==> config.mk <==
export PLATFORM = sky130hd
export DESIGN_NAME = unordered_array_list
export DESIGN_NICKNAME = d
export VERILOG_FILES = /design/src/rtl/ual_pkg.sv /design/src/rtl/ual_ram.sv /design/src/rtl/unordered_array_list.sv
export SDC_FILE = /design/constraint.sdc
export NUM_CORES = 2
export LEC_CHECK = 0
export BUFFER_PORTS_ARGS = -buffer_cell sky130_fd_sc_hd__clkbuf_2
export CAP_MARGIN = 40
export CORE_ASPECT_RATIO = 1.75
export CORE_UTILIZATION = 62
export CTS_CLUSTER_SIZE = 25
export DETAILED_ROUTE_END_ITERATION = 8
export PLACE_DENSITY_LB_ADDON = 0.12
export SLEW_MARGIN = 10
export SYNTH_ARGS = -nofsm -noshare
export SYNTH_HDL_FRONTEND = slang
export SYNTH_HIERARCHICAL = 1
export SYNTH_SLANG_ARGS = --single-unit
export TNS_END_PERCENT = 50
==> constraint.sdc <==
create_clock -name clk_i -period 9.3 [get_ports clk_i]
set_clock_uncertainty 0.1 [all_clocks]
set_input_delay 0.465 -clock clk_i [delete_from_list [all_inputs] [get_ports clk_i]]
set_output_delay 0.465 -clock clk_i [all_outputs]
set_load 0.01 [all_outputs]
==> src/rtl/ual_pkg.sv <==
// Shared constants for the unordered array list: field widths, operation
// and status codes, and the default store depth.
// No dependencies.
package ual_pkg;

  localparam int unsigned DEPTH_DEF   = 64;
  localparam int unsigned MAX_RESULTS = 64;
  localparam int unsigned DATA_W      = 32;
  localparam int unsigned POS_W       = 7;

  localparam logic [1:0] OP_INSERT = 2'd0;
  localparam logic [1:0] OP_DELETE = 2'd1;
  localparam logic [1:0] OP_SEARCH = 2'd2;
  localparam logic [1:0] OP_DUMP   = 2'd3;

  localparam logic [1:0] ST_OK       = 2'd0;
  localparam logic [1:0] ST_FULL     = 2'd1;
  localparam logic [1:0] ST_EMPTY    = 2'd2;
  localparam logic [1:0] ST_NOTFOUND = 2'd3;

endpackage

==> src/rtl/ual_ram.sv <==
// Generic single-write, single-read RAM with registered read data.
// No dependencies.
module ual_ram #(
  parameter int unsigned WIDTH = 32,
  parameter int unsigned DEPTH = 64,
  localparam int unsigned AW   = (DEPTH > 1) ? $clog2(DEPTH) : 1
) (
  input  logic             clk_i,
  input  logic             we_i,
  input  logic [AW-1:0]    waddr_i,
  input  logic [WIDTH-1:0] wdata_i,
  input  logic [AW-1:0]    raddr_i,
  output logic [WIDTH-1:0] rdata_o
);

  logic [WIDTH-1:0] mem_q [DEPTH];

  always_ff @(posedge clk_i) begin
    if (we_i) begin
      mem_q[waddr_i] <= wdata_i;
    end
    rdata_o <= mem_q[raddr_i];
  end

endmodule

==> src/rtl/unordered_array_list.sv <==
// Unordered array list: sequencer, element count and result registers.
// Depends on ual_pkg and ual_ram.
//
// Usage: drive operation_i and value_i with start_i high; the item is taken
// at a rising edge where busy_o is low. Every result appears for exactly one
// cycle with result_valid_o high; last_o marks the final result of the item.
// The receiver cannot hold results off.
// Sequencing, set by the single RAM read port walking the store
// one entry per cycle:
//   insert, or any operation on an empty list: result next cycle.
//   search: entries are read from position 1 until a hit or the last entry.
//   delete: as search, then the later entries are moved down one place.
//   dump: n = min(count, 64) results, one per cycle.
// busy_o is high while the store is being walked; a new item may be started
// in the cycle the final result is shown.
// Reset empties the list (count to zero); store contents are left as they
// are and are never read before written.
module unordered_array_list #(
  parameter int unsigned DEPTH = ual_pkg::DEPTH_DEF
) (
  input  logic                                clk_i,
  input  logic                                rst_ni,
  input  logic                                start_i,
  output logic                                busy_o,
  input  logic [1:0]                          operation_i,
  input  logic signed [ual_pkg::DATA_W-1:0]   value_i,
  output logic                                result_valid_o,
  output logic [1:0]                          status_o,
  output logic [ual_pkg::POS_W-1:0]           position_o,
  output logic signed [ual_pkg::DATA_W-1:0]   data_o,
  output logic                                last_o
);

  localparam int unsigned CW = $clog2(DEPTH + 1);
  localparam int unsigned AW = (DEPTH > 1) ? $clog2(DEPTH) : 1;
  localparam int unsigned LW = (CW + 1 > 8) ? CW + 1 : 8;
  localparam int unsigned DW = ual_pkg::DATA_W;
  localparam int unsigned PW = ual_pkg::POS_W;

  localparam logic [1:0] S_IDLE  = 2'd0;
  localparam logic [1:0] S_SCAN  = 2'd1;
  localparam logic [1:0] S_SHIFT = 2'd2;
  localparam logic [1:0] S_DUMP  = 2'd3;

  logic [1:0]    state_q, state_d;
  logic [CW-1:0] count_q, count_d;
  logic [AW-1:0] idx_q, idx_d;
  logic [1:0]    op_q, op_d;
  logic [DW-1:0] value_q, value_d;
  logic [PW-1:0] hit_q, hit_d;

  logic          res_vld_q, res_vld_d;
  logic [1:0]    status_q, status_d;
  logic [PW-1:0] pos_q, pos_d;
  logic [DW-1:0] data_q, data_d;
  logic          last_q, last_d;

  logic          we;
  logic [AW-1:0] waddr;
  logic [DW-1:0] wdata;
  logic [AW-1:0] rd_addr;
  logic [DW-1:0] rd_data;

  logic [LW-1:0] cnt_l, idx1_l, idx2_l, dump_n_l;

  ual_ram #(
    .WIDTH (DW),
    .DEPTH (DEPTH)
  ) u_store (
    .clk_i   (clk_i),
    .we_i    (we),
    .waddr_i (waddr),
    .wdata_i (wdata),
    .raddr_i (rd_addr),
    .rdata_o (rd_data)
  );

  assign cnt_l    = LW'(count_q);
  assign idx1_l   = LW'(idx_q) + LW'(1);
  assign idx2_l   = LW'(idx_q) + LW'(2);
  assign dump_n_l = (cnt_l > LW'(ual_pkg::MAX_RESULTS)) ? LW'(ual_pkg::MAX_RESULTS) : cnt_l;

  // rd_addr is the entry whose data is on rd_data in the following cycle
  always_comb begin
    state_d   = state_q;
    count_d   = count_q;
    idx_d     = idx_q;
    op_d      = op_q;
    value_d   = value_q;
    hit_d     = hit_q;
    res_vld_d = 1'b0;
    status_d  = status_q;
    pos_d     = pos_q;
    data_d    = data_q;
    last_d    = last_q;
    we        = 1'b0;
    waddr     = count_q[AW-1:0];
    wdata     = value_i;
    rd_addr   = '0;

    unique case (state_q)
      S_IDLE: begin
        if (start_i) begin
          op_d    = operation_i;
          value_d = value_i;
          idx_d   = '0;
          unique case (operation_i)
            ual_pkg::OP_INSERT: begin
              res_vld_d = 1'b1;
              data_d    = value_i;
              last_d    = 1'b1;
              if (cnt_l >= LW'(DEPTH)) begin
                status_d = ual_pkg::ST_FULL;
                pos_d    = '0;
              end else begin
                we       = 1'b1;
                count_d  = count_q + CW'(1);
                status_d = ual_pkg::ST_OK;
                pos_d    = PW'(cnt_l + LW'(1));
              end
            end
            ual_pkg::OP_DELETE, ual_pkg::OP_SEARCH: begin
              if (count_q == '0) begin
                res_vld_d = 1'b1;
                status_d  = ual_pkg::ST_EMPTY;
                pos_d     = '0;
                data_d    = value_i;
                last_d    = 1'b1;
              end else begin
                state_d = S_SCAN;
              end
            end
            ual_pkg::OP_DUMP: begin
              if (count_q == '0) begin
                res_vld_d = 1'b1;
                status_d  = ual_pkg::ST_EMPTY;
                pos_d     = '0;
                data_d    = '0;
                last_d    = 1'b1;
              end else begin
                state_d = S_DUMP;
              end
            end
          endcase
        end
      end

      S_SCAN: begin
        if (rd_data == value_q) begin
          if (op_q == ual_pkg::OP_SEARCH || idx1_l >= cnt_l) begin
            // search hit, or delete of the final entry: nothing to move
            if (op_q != ual_pkg::OP_SEARCH) begin
              count_d = count_q - CW'(1);
            end
            res_vld_d = 1'b1;
            status_d  = ual_pkg::ST_OK;
            pos_d     = PW'(idx1_l);
            data_d    = value_q;
            last_d    = 1'b1;
            state_d   = S_IDLE;
          end else begin
            hit_d   = PW'(idx1_l);
            rd_addr = AW'(idx1_l);
            state_d = S_SHIFT;
          end
        end else if (idx1_l >= cnt_l) begin
          res_vld_d = 1'b1;
          status_d  = ual_pkg::ST_NOTFOUND;
          pos_d     = '0;
          data_d    = value_q;
          last_d    = 1'b1;
          state_d   = S_IDLE;
        end else begin
          idx_d   = AW'(idx1_l);
          rd_addr = AW'(idx1_l);
        end
      end

      S_SHIFT: begin
        // rd_data holds entry idx+1; move it down
        we    = 1'b1;
        waddr = idx_q;
        wdata = rd_data;
        if (idx2_l >= cnt_l) begin
          count_d   = count_q - CW'(1);
          res_vld_d = 1'b1;
          status_d  = ual_pkg::ST_OK;
          pos_d     = hit_q;
          data_d    = value_q;
          last_d    = 1'b1;
          state_d   = S_IDLE;
        end else begin
          idx_d   = AW'(idx1_l);
          rd_addr = AW'(idx2_l);
        end
      end

      S_DUMP: begin
        res_vld_d = 1'b1;
        status_d  = ual_pkg::ST_OK;
        pos_d     = PW'(idx1_l);
        data_d    = rd_data;
        last_d    = (idx1_l == dump_n_l);
        if (idx1_l == dump_n_l) begin
          state_d = S_IDLE;
        end else begin
          idx_d   = AW'(idx1_l);
          rd_addr = AW'(idx1_l);
        end
      end

      default: begin
        state_d = S_IDLE;
      end
    endcase
  end

  always_ff @(posedge clk_i or negedge rst_ni) begin
    if (!rst_ni) begin
      state_q   <= S_IDLE;
      count_q   <= '0;
      idx_q     <= '0;
      res_vld_q <= 1'b0;
    end else begin
      state_q   <= state_d;
      count_q   <= count_d;
      idx_q     <= idx_d;
      res_vld_q <= res_vld_d;
    end
  end

  always_ff @(posedge clk_i) begin
    op_q     <= op_d;
    value_q  <= value_d;
    hit_q    <= hit_d;
    status_q <= status_d;
    pos_q    <= pos_d;
    data_q   <= data_d;
    last_q   <= last_d;
  end

  assign busy_o         = (state_q != S_IDLE);
  assign result_valid_o = res_vld_q;
  assign status_o       = status_q;
  assign position_o     = pos_q;
  assign data_o         = $signed(data_q);
  assign last_o         = last_q;

  a_count_bound : assert property (@(posedge clk_i) disable iff (!rst_ni)
    LW'(count_q) <= LW'(DEPTH))
    else $error("element count above store depth");

  a_last_idle : assert property (@(posedge clk_i) disable iff (!rst_ni)
    result_valid_o && last_o |-> !busy_o)
    else $error("final result shown while still busy");

  a_mid_busy : assert property (@(posedge clk_i) disable iff (!rst_ni)
    result_valid_o && !last_o |-> busy_o)
    else $error("non-final result shown while idle");

  a_insert_one : assert property (@(posedge clk_i) disable iff (!rst_ni)
    start_i && !busy_o && operation_i == ual_pkg::OP_INSERT |=> result_valid_o && last_o)
    else $error("insert gave no result in the next cycle");

  a_full_count : assert property (@(posedge clk_i) disable iff (!rst_ni)
    result_valid_o && status_o == ual_pkg::ST_FULL |-> LW'(count_q) == LW'(DEPTH))
    else $error("full reported below depth");

endmodule
==> results.json <==
{
  "status": "finished clean",
  "synthFlopType": "edfxtp_1",
  "synth_edf_count": 2131,
  "fillers": 8283,
  "crit_fanout": 51,
  "r2r_start": "idx_q[1]$_DFFE_PN0P_",
  "rr_worst_depth": 14,
  "antenna_found_initial": 7,
  "syn_to_final_growth_pct": 11.4,
  "cp_slowest_cell": "a32o_4",
  "cts_tree": "yes",
  "chipHeight_um": 492,
  "worstPathRequired_ns": 9.87,
  "finalCritPeriodShare_pct": 67.9,
  "fin_nets": 4317,
  "vias_per_cell": 6.86,
  "via_count": 42700,
  "place_inst": 5847,
  "path_buf_inv": 2,
  "insertion_delay_ns": 0.83,
  "synth_top_family_by_area": "multiplexers",
  "die_area_um2": 139000,
  "yosys.area_share.simple_pct": 2.26,
  "synth-seq-cells": 2179,
  "synth_cell_type_count": 82,
  "yosys_warnings": 6,
  "ys_async_sr_fraction_pct": 0.734,
  "core-area_um2": 136000,
  "cap_violations": 0,
  "hold_viol_final": 0,
  "cts-buffers-inserted": 179,
  "syn_area_um2": 85000,
  "path_delay_family": "compound AO/OA/AOI/OAI gates",
  "wl_um": 215000,
  "hpwl_um": 123000,
  "finalPower_mw": 20.6,
  "grt_usage_pct": 31.9,
  "portBuffers": 80,
  "grt_pass1_vias": 43500,
  "clk_pin_slew_worst_paths_ns": 0.07,
  "pin_count": 81,
  "grt_overflow": 0,
  "reg2reg_slack_ns": 2.98,
  "seq_area_frac_synth_pct": 76.5,
  "die_x_um": 282,
  "antenna_left": 0,
  "htreeDepth": 4,
  "cts_setup_buffers": 0,
  "slowest_delay_ns": 0.73,
  "p_leak_nw": 30.9,
  "drt-initial-drc-count": 4950,
  "place_ws_ns": 3.14,
  "rsz0062_at_grt": "false",
  "start_kind": "flop",
  "row_count": 179,
  "post_drt_wl_per_cell_um": 34.6,
  "setup_viol": 0,
  "min_path_type": "primary input to async pin",
  "synthXorXnorAreaFrac_pct": 0.565,
  "p_per_area_nw_per_um2": 217,
  "drive_above_1_share_pct": 24.9,
  "synth_adder_area_share_pct": 0.353,
  "grt_max_degree": 120,
  "place_congestion": 0.964,
  "rr_endpoint": "u_store/rdata_o[22]$_DFF_P_",
  "synth.mux.area_fraction_pct": 14.6,
  "timing.fmax_mhz": 158,
  "syn-num-nets": 4097,
  "worst_slack_ns": 2.98,
  "critPathKind": "flop to flop",
  "synthCells": 4036,
  "critPathCaptureType": "flop",
  "fin_tns_setup_ns": 0,
  "post-route-drc-count": 0,
  "ir_drop_mv": 0.217,
  "synth_compound_area_share_pct": 3.94,
  "fin_crit_ns": 6.32,
  "max_slew_margin_pct": 33.8,
  "post_cts_resized": 0,
  "crit_chain": "ha_1 > nand3_1 > xnor2_1 > ha_1 > and3_1 > a211o_1 > a21oi_2 > a32o_4 > buf_4 > nor2_4 > buf_4 > a22o_1 > a221oi_1 > a221oi_1",
  "worstPathArrival_ns": 6.88,
  "start_util_pct": 62.5,
  "cts_hold_buf": 36,
  "grt_pass1_wl_um": 307000,
  "cts_root_buffer": "clkbuf_16",
  "layout.cells.non_filler": 6217,
  "cts_sinks": 2179,
  "drt-pass1-iter-count": 6,
  "cts_buffer_depth": 3,
  "drv_slew": 0,
  "worstMarginPinSlew_ns": 0.993,
  "postSynthAreaPerCell_um2": 21.1
}
-- cell usage after synthesis (24+ instances only) --
cell | n | area (um^2)
o22ai_1 | 46 | 288
nand2_1 | 117 | 439
nor2b_1 | 24 | 150
dfxtp_1 | 32 | 641
nor2_1 | 109 | 409
buf_2 | 55 | 275
nand3_1 | 59 | 295
a22oi_1 | 163 | 1220
buf_4 | 30 | 225
o21ai_0 | 46 | 230
a21oi_1 | 36 | 180
buf_6 | 33 | 372
mux2i_1 | 195 | 1950
ha_1 | 24 | 300
edfxtp_1 | 2131 | 64000
clkbuf_1 | 93 | 349
xnor2_1 | 49 | 429
mux2_2 | 33 | 372
mux4_2 | 446 | 10000
-- state kept, by name (all words and copies together), names as in the netlist --
signal and count:
value_q 32, data_o 32, u_store/mem_q 2048, idx_q 6
status_o 2, op_q 2, result_valid_o 1, u_store/rdata_o 32
last_o 1, state_q 2, count_q 7, hit_q 7
position_o 7
-- final cells by class --
class                           instances  area, um^2  area share [%]
Timing Repair Buffer                  269        2390            2.52
Clock buffer                          212        4650            4.92
Tap cell                             1810        2260            2.39
Sequential cell                      2179       65000            68.7
Inverter                               22        82.6          0.0872
Clock inverter                        116        1180            1.25
Antenna cell                            4        10.0          0.0106
Multi-Input combinational cell       1605       19100            20.1
-- metrics by stage --
| step | area (um^2) | utilization [%] | hold WS [ns] |
|---|---|---|---|
| 3_3_place_gp | 87900 | 64.6 | 0.359 |
| 6_report | 94700 | 69.6 | 0.0631 |
| 2_1_floorplan | 85000 | - | 0.0694 |
| 4_1_cts | 94600 | 69.6 | 0.0136 |
| 5_1_grt | 94700 | 69.6 | 0.0865 |
| 3_5_place_dp | 88400 | 65.1 | 0.367 |
-- kinds of logic (layout without fill, tap and decap cells) --
logic type,count (synthesis),in the layout
AO/OA/AOI/OAI,454,454
adder cells (fa/ha/maj),24,24
AND/OR/NAND/NOR,396,396
multiplexers,677,677
other,0,4
flip-flops,2179,2179
XOR/XNOR,54,54
buffers and inverters,252,619
-- worst reg2reg max path, stage by stage, from the launching register on --
cell      delay [ns]
dfrtp_1         0.50
ha_1            0.30
nand3_1         0.12
xnor2_1         0.21
ha_1            0.27
and3_1          0.20
a211o_1         0.30
a21oi_2         0.70
a32o_4          0.73
buf_4           0.67
nor2_4          0.24
buf_4           0.42
a22o_1          0.45
a221oi_1        0.73
a221oi_1        0.23
-- placed cells by master, fill, tap and decap left out, types with 11 or more instances in the layout --
cell	instances
inv_1	20
o21ai_0	45
nand2_1	117
dfxtp_1	32
dfrtp_1	16
clkinv_2	34
mux2i_1	195
buf_4	108
clkbuf_2	80
a211oi_1	21
a22o_1	12
o221ai_1	16
buf_12	33
clkbuf_16	180
dlygate4sd3_1	36
nand4_1	12
nand3_1	59
a311o_1	12
a211o_1	11
a21oi_1	36
o22a_1	13
nor2_1	39
edfxtp_1	2131
bufinv_16	18
xnor2_1	49
o22ai_1	44
clkbuf_1	29
ha_1	23
clkinv_1	38
a22oi_1	163
nor2_4	67
mux4_2	446
a31oi_1	21
mux2_2	33
nor2b_1	17
o211ai_1	13
-- power breakdown --
part           leakage, nW  switching, mW  total (mW)  internal, mW
logic                 8.46           1.23        1.96         0.730
registers             19.6          0.202        11.0          10.8
clock network         2.84           3.45        7.57          4.11
-- how the worst max path moves through the flow --
stage                                                 to  cells past startpoint              startpoint
after CTS                     u_store/rdata_o[1]$_DFF_P_                     16    idx_q[1]$_DFFE_PN0P_
after global routing          u_store/rdata_o[1]$_DFF_P_                     16    idx_q[1]$_DFFE_PN0P_
after global placement       u_store/rdata_o[22]$_DFF_P_                     14    idx_q[1]$_DFFE_PN0P_
final                        u_store/rdata_o[22]$_DFF_P_                     14    idx_q[1]$_DFFE_PN0P_
after detailed placement     u_store/rdata_o[22]$_DFF_P_                     14    idx_q[1]$_DFFE_PN0P_
after floorplan           u_store/mem_q[28][0]$_DFFE_PP_                     10  state_q[0]$_DFFE_PN0P_
-- routing by layer --
metal / track usage [%] / routed length, um / up-vias
li1: - / - / 17300
met1: 40.3 / 74400 / 22500
met2: 54.1 / 111000 / 2350
met3: 5.56 / 18700 / 532
met4: 14.2 / 10600 / 4
met5: 0 / 23 / -
No activity file was read; power rests on OpenSTA's default activity.
